===== config.mk =====
export PLATFORM = sky130hd
export DESIGN_NAME = erl_ctrl
export DESIGN_NICKNAME = d
export VERILOG_FILES = /design/src/hw/rtl/erl_pkg.sv /design/src/hw/rtl/erl_ctrl.sv
export SDC_FILE = /design/constraint.sdc
export NUM_CORES = 1
export LEC_CHECK = 0
export ABC_AREA = 1
export BUFFER_PORTS_ARGS = -buffer_cell sky130_fd_sc_hd__buf_4
export CAP_MARGIN = 5
export CORE_AREA = 2 2 39 41
export CTS_CLUSTER_DIAMETER = 30
export CTS_CLUSTER_SIZE = 25
export DETAILED_ROUTE_END_ITERATION = 6
export DIE_AREA = 0 0 41 43
export GPL_TIMING_DRIVEN = 0
export SYNTH_ARGS = -nofsm -noshare
export SYNTH_HDL_FRONTEND = slang
export SYNTH_SLANG_ARGS = --single-unit

===== constraint.sdc =====
create_clock -name clk -period 1.3 [get_ports clk]
set_input_delay 0 -clock clk [delete_from_list [all_inputs] [get_ports clk]]
set_output_delay 0 -clock clk [all_outputs]
set_load 0.01 [all_outputs]

===== src/hw/rtl/erl_pkg.sv =====
// Shared types and constants for the event record ring log.
`default_nettype none

package erl_pkg;

  // Command codes on the request channel.
  typedef enum logic [1:0] {
    CMD_CAPTURE = 2'd0,
    CMD_READ    = 2'd1,
    CMD_DRAIN   = 2'd2
  } cmd_code_t;

  // Most records one drain delivers.
  localparam int MAX_DRAIN = 32;
  localparam int DRN_CW    = $clog2(MAX_DRAIN + 1);

  typedef enum logic [3:0] {
    S_CLEAR,
    S_IDLE,
    S_CAP,
    S_READ,
    S_READ_WAIT,
    S_DRN_INIT,
    S_DRN_RD,
    S_DRN_CHK,
    S_DRN_END
  } state_t;

  typedef enum logic [2:0] {
    OUT_CAP,
    OUT_READ,
    OUT_PEND_MID,
    OUT_PEND_LAST,
    OUT_EMPTY
  } out_sel_t;

  typedef struct packed {
    logic [1:0]         command;
    logic signed [7:0]  kind_in;
    logic [7:0]         cpu_id;
    logic signed [31:0] proc_id;
    logic signed [31:0] fault_code;
    logic [63:0]        prog_counter;
    logic [63:0]        fault_addr;
    logic [31:0]        time_ms;
    logic [4:0]         read_index;
  } req_item_t;

  typedef struct packed {
    logic               valid_res;
    logic [31:0]        seq_out;
    logic [31:0]        time_out;
    logic [3:0]         kind_out;
    logic [7:0]         cpu_out;
    logic signed [31:0] pid_out;
    logic signed [31:0] code_out;
    logic [63:0]        pc_out;
    logic [63:0]        addr_out;
    logic [31:0]        lost_count;
    logic [31:0]        total_captured;
    logic               last;
  } rsp_item_t;

  // One stored fault record; seq of zero marks an empty slot.
  typedef struct packed {
    logic [31:0] seq;
    logic [31:0] time_ms;
    logic [3:0]  kind;
    logic [7:0]  cpu;
    logic [31:0] pid;
    logic [31:0] code;
    logic [63:0] pc;
    logic [63:0] addr;
  } rec_t;

  typedef struct packed {
    logic     latch_in;
    logic     clear_step;
    logic     cap_commit;
    logic     rd_issue;
    logic     drn_init;
    logic     drn_issue;
    logic     pend_load;
    logic     out_load;
    out_sel_t out_sel;
  } ctrl_cmd_t;

  typedef struct packed {
    logic out_free;
    logic clear_done;
    logic drn_done;
    logic rd_empty;
    logic pend_valid;
  } ctrl_stat_t;

endpackage

`default_nettype wire


===== src/hw/rtl/erl_ctrl.sv =====
// Controller state machine that sequences captures, reads and drains.
`default_nettype none

module erl_ctrl (
  input  logic                clk,
  input  logic                rst,
  input  logic                req_valid,
  input  logic [1:0]          req_cmd,
  input  erl_pkg::ctrl_stat_t stat,
  output erl_pkg::ctrl_cmd_t  cmd,
  output logic                ready
);
  import erl_pkg::*;

  state_t state;
  state_t state_next;

  always_ff @(posedge clk) begin
    if (rst) begin
      state <= S_CLEAR;
    end else begin
      state <= state_next;
    end
  end

  always_comb begin
    state_next = state;
    case (state)
      S_CLEAR: begin
        if (stat.clear_done) state_next = S_IDLE;
      end
      S_IDLE: begin
        if (req_valid) begin
          if (req_cmd == CMD_CAPTURE) begin
            state_next = S_CAP;
          end else if (req_cmd == CMD_READ) begin
            state_next = S_READ;
          end else if (req_cmd == CMD_DRAIN) begin
            state_next = S_DRN_INIT;
          end else begin
            state_next = S_IDLE;
          end
        end
      end
      S_CAP: begin
        if (stat.out_free) state_next = S_IDLE;
      end
      S_READ:      state_next = S_READ_WAIT;
      S_READ_WAIT: begin
        if (stat.out_free) state_next = S_IDLE;
      end
      S_DRN_INIT:  state_next = S_DRN_RD;
      S_DRN_RD: begin
        state_next = stat.drn_done ? S_DRN_END : S_DRN_CHK;
      end
      S_DRN_CHK: begin
        if (stat.rd_empty || !stat.pend_valid || stat.out_free) state_next = S_DRN_RD;
      end
      S_DRN_END: begin
        if (stat.out_free) state_next = S_IDLE;
      end
      default: state_next = S_IDLE;
    endcase
  end

  always_comb begin
    cmd     = '0;
    cmd.out_sel = OUT_CAP;
    ready   = 1'b0;
    case (state)
      S_CLEAR: cmd.clear_step = 1'b1;
      S_IDLE: begin
        ready        = 1'b1;
        cmd.latch_in = req_valid;
      end
      S_CAP: begin
        cmd.cap_commit = stat.out_free;
        cmd.out_load   = stat.out_free;
        cmd.out_sel    = OUT_CAP;
      end
      S_READ: cmd.rd_issue = 1'b1;
      S_READ_WAIT: begin
        cmd.out_load = stat.out_free;
        cmd.out_sel  = OUT_READ;
      end
      S_DRN_INIT: cmd.drn_init = 1'b1;
      S_DRN_RD:   cmd.drn_issue = !stat.drn_done;
      S_DRN_CHK: begin
        // Hand the held record out before taking the new one.
        if (!stat.rd_empty) begin
          if (!stat.pend_valid) begin
            cmd.pend_load = 1'b1;
          end else if (stat.out_free) begin
            cmd.pend_load = 1'b1;
            cmd.out_load  = 1'b1;
            cmd.out_sel   = OUT_PEND_MID;
          end
        end
      end
      S_DRN_END: begin
        cmd.out_load = stat.out_free;
        cmd.out_sel  = stat.pend_valid ? OUT_PEND_LAST : OUT_EMPTY;
      end
      default: cmd = '0;
    endcase
  end

endmodule

`default_nettype wire


# Word-level counts from Yosys, hierarchy flattened
# Cells that the tools add are included.
# totals
output_inout_bits	12
input_bits	10
memories	0
ff_bits	4
ramBits	0
word_cells	46
mem_bits_ro	0
latchBits	0
# classes
n_lt_le_gt_ge	0
multipliers	0
div	0
shift	0
bitwise_logic	0
reduce_logical	8
addsub	0
eq_ne	14
n_mux	23
# op_table
operator	count
4-bit case mux with 7 select lines	1
4-bit 2-to-1 mux	6
4-bit by 3-bit equality test with 1-bit output, second input constant	4
4-bit case mux with 4 select lines	1
3-bit 2-to-1 mux	4
5-bit 2-to-1 mux	2
1-bit 2-to-1 mux	9
4-bit by 2-bit equality test with 1-bit output, second input constant	2
2-bit != test, second input constant	3
4-bit by 1-bit equality test with 1-bit output, second input constant	1
4-bit equality test, second input constant	1
4-bit zero test	1
4-bit AND reduction	1
3-bit OR reduction	1
2-bit by 1-bit equality test with 1-bit output, second input constant	1
2-bit equality test, second input constant	1
1-bit zero test	2
2-bit zero test	1
1-bit logical OR	2
2-bit by 1-bit != test with 1-bit output, second input constant	1

# Depth between registers and ports, before layout
# logic_depth
word_depth	6
depth_mapped	9

# Least setup slack after synthesis
# OpenSTA, ideal clock, no wires.
# synth_timing
path_kind	flip-flop to flip-flop
startpoint	register state[3]
endpoint	register state[1]
setup_ps	114
path_stages_with_launch	9
required_time_ps	1186
arrival_time_ps	1133
path_buffers	0
path_slack_ps	53
cell_sequence	dfxtp_1 > nor2_2 > nand2_2 > nor2_2 > nand2_2 > nand3_2 > nand2_1 > nand2_1 > nor2_2
# synth_via
elab_chain_len	4
# synth_rtl
item	line_no	source
start, declared	erl_ctrl.sv:15	state_t state;
start signal, assigned	erl_ctrl.sv:22	state <= state_next;
4-bit equality test (tied with other cells)	erl_ctrl.sv:28	case (state)
3-bit OR reduction (no line)	-	
2-bit by 1-bit != test with 1-bit output (no line)	-	
4-bit AND reduction (no line)	-	
# Parallel ways exist; a longest one is shown, timed or not.
# A chain may end at the register's enable or synchronous reset.

==> run_results.csv <==
group,metric,value,unit
global_route,grt_overflow,0,
clock_tree,root_buffer,"clkbuf_4",
global_route,met2_usage,0.216,
sta,finalCriticalPeriod,1.27,ns
global_route,grt_util_met1,0.161,
synthesis,yosysWarnings,0,
pwr,cellLeakagePower,0.388,nW
pwr,power_frac_comb,0.674,
global_route,grt-busiest-layer,"met2",
pwr,peakVddDrop,1100,uV
sta,finalMaxSlewViolations,0,
clock_tree,cts_num_sinks,4,
outcome,status,"finished, final reports clean",
synthesis,synth.avg_cell_area,5.32,um2
finish,final_cells,122,
drt,drc,0,
global_route,grt_max_degree,9,
finish,nFillCells,166,
die,core,1380,um2
setup_path,endpoint_kind,"output pin",
finish,largest-register,"state",
sta,worst_pin_slew,0.207,ns
sta,setup_viol,0,
synthesis,ys_seq_area_frac,0.190,
place,place_inst,116,
setup_path,critPathMaxFanout,3,
clock_tree,cts_tree,"built",
setup_path,worst_r2r_path_depth,8,
drt,wire_per_inst,8.93,um
global_route,track_usage,0.138,
sta,finClkSkew,0.00213,ns
global_route,groute.layer.met3.usage,0.0314,
run,drv_cap,0,
global_route,antenna_found_initial,0,
die,die_w,41,um
pwr,total_power,1.32,mW
worst_hold_path,min_to,"state[3]",
setup_path,reg2reg_to,"state[1]",
finish,area_growth,62.5,%
drt,vias_per_cell,4.48,
place,place.gp.congestion,0.796,
setup_path,criticalPathCategory,"reg2out",
synthesis,synthCells,79,
sta,holdWs,0.0399,ns
setup_path,r2r_slack,0.05,ns
finish,antenna_cells,0,
sta,max_freq,0.789,GHz
synthesis,synth_area,420,um2
worst_hold_path,whs_path_depth,4,
clock_tree,htree_num_levels,1,
drt,ant_nets,0,
clock_tree,cts.path.max_buffers,2,
drt,first_pass_iters,4,
die,die_h,43,um
pwr,switchingPower,0.643,mW
synthesis,syn_nets,89,
synthesis,ys_types,16,
global_route,grt_pass1_wl,1660,um
clock_tree,clk_latency,0.23,ns
sta,rsz0062_at_grt,"yes",
die,num_rows,14,
global_route,grt_pass1_vias,437,
finish,drive_gt1_frac,0.453,
worst_hold_path,hold_path.startpoint,"rst",
die,start_util,0.304,
sta,hold_violations,0,
die,io_pins,22,
drt,routed-via-count,547,
synthesis,ys_ff_latch,4,
pwr,switching_share,0.485,
setup_path,r2r_start,"state[3]",
die,die_area,1760,um2
place,dp_hpwl,803,um
finish,fin_nets,118,
pwr,p_int,0.682,mW
pwr,pwr-share-seq,0.214,
setup_path,worstPathArrival,1.27,ns
worst_hold_path,hold_path.class,"in2reg",
finish,final_common_cell,"buf_4",
pwr,power_frac_clock,0.112,
drt,wl,1090,um
drt,drtIter0Drc,5,
setup_path,worst_setup_path_start_kind,"register",
sta,relSlewSlack,0.861,
place,io_buffers,21,
pwr,power.density,1940,nW/um2
clock_tree,clkTransAtPathRegs,0.03,ns
sta,period_share,0.975,
finish,largest_reg_flops,4,
finish,layout_common_cells,"buf_4 (24), nand2_1 (21), nor2_1 (15)",
clock_tree,numCtsBuffers,3,
setup_path,crit_required,1.30,ns
finish,largestRegisters,"state x4",
## cells by family after synthesis
kind of cell	share of synthesized area
AND/OR/NAND/NOR	0.640
AO/OA/AOI/OAI	0.0536
buffers and inverters	0.116
flip-flops	0.190
## final cells by class
type	count	area (um2)	area share
Sequential cell	4	90.1	0.132
Multi-Input combinational cell	62	322	0.471
Timing Repair Buffer	24	180	0.264
Clock buffer	3	22.5	0.0330
Tap cell	16	20.0	0.0293
Inverter	13	48.8	0.0714
## cell usage after synthesis (all sizes together)
master	n	area, um2
nor3	1	5.00
nand2	24	95.1
nor2	24	108
dfxtp	4	80.1
nand3b	1	7.51
o21ai	2	10.0
nor3b	1	7.51
a21oi	1	5.00
inv	13	48.8
a211oi	1	7.51
nand3	6	40.0
nand4	1	6.26
## power groups by stage
stage / Combinational [mW] / Clock [mW] / Sequential (mW)
floorplan: 0.550 / 0 / 0.239
global placement: 0.796 / 0 / 0.254
detailed placement: 0.794 / 0 / 0.253
CTS: 0.848 / 0.157 / 0.272
global route: 1.01 / 0.166 / 0.298
finish: 0.893 / 0.149 / 0.283
## per-layer routing
| metal | vias up | part of all wire |
|---|---|---|
| met2 | 16 | 0.49 |
| met5 | - | 0 |
| met4 | 0 | 0.019 |
| met1 | 232 | 0.42 |
| li1 | 297 | - |
| met3 | 2 | 0.062 |
## stage by stage
stage / worst slack (ns) / utilization / cell area (um2) / TNS (ns)
floorplan: 0.0526 / - / 420 / 0
global placement: -0.0486 / 0.432 / 598 / -0.118
detailed placement: -0.0330 / 0.432 / 598 / -0.0751
CTS: -0.0184 / 0.481 / 666 / -0.0184
global route: -0.0728 / 0.494 / 683 / -0.357
finish: 0.0326 / 0.494 / 683 / 0
## how the worst max path moves through the flow
stage                     slack [ns]        to      from  depth (start not counted)
final                           0.03    cmd[3]  state[2]                          7
after global routing           -0.07    cmd[3]  state[2]                          7
after CTS                      -0.02    cmd[3]  state[2]                          7
after detailed placement       -0.03  state[1]  state[2]                          9
after global placement         -0.05  state[1]  state[1]                          9
after floorplan                 0.05  state[1]  state[3]                          8
## critical path, cell delays in order, from the launching register on
cell and delay [ns]:
dfxtp_2 0.35, inv_2 0.05, nor2_4 0.10, nand2_2 0.08
nor3b_2 0.19, nor2_1 0.06, nor2_1 0.09, buf_4 0.12
## repair_timing
| item | in CTS | in global routing |
|---|---|---|
| resized for setup | 9 | 5 |
| hold buffers | 0 | 0 |
| setup endpoints to repair | 7 | 7 |
| setup buffers | 3 | 0 |
| pin swaps | 3 | 4 |
No activity file was read; power rests on OpenSTA's default activity.
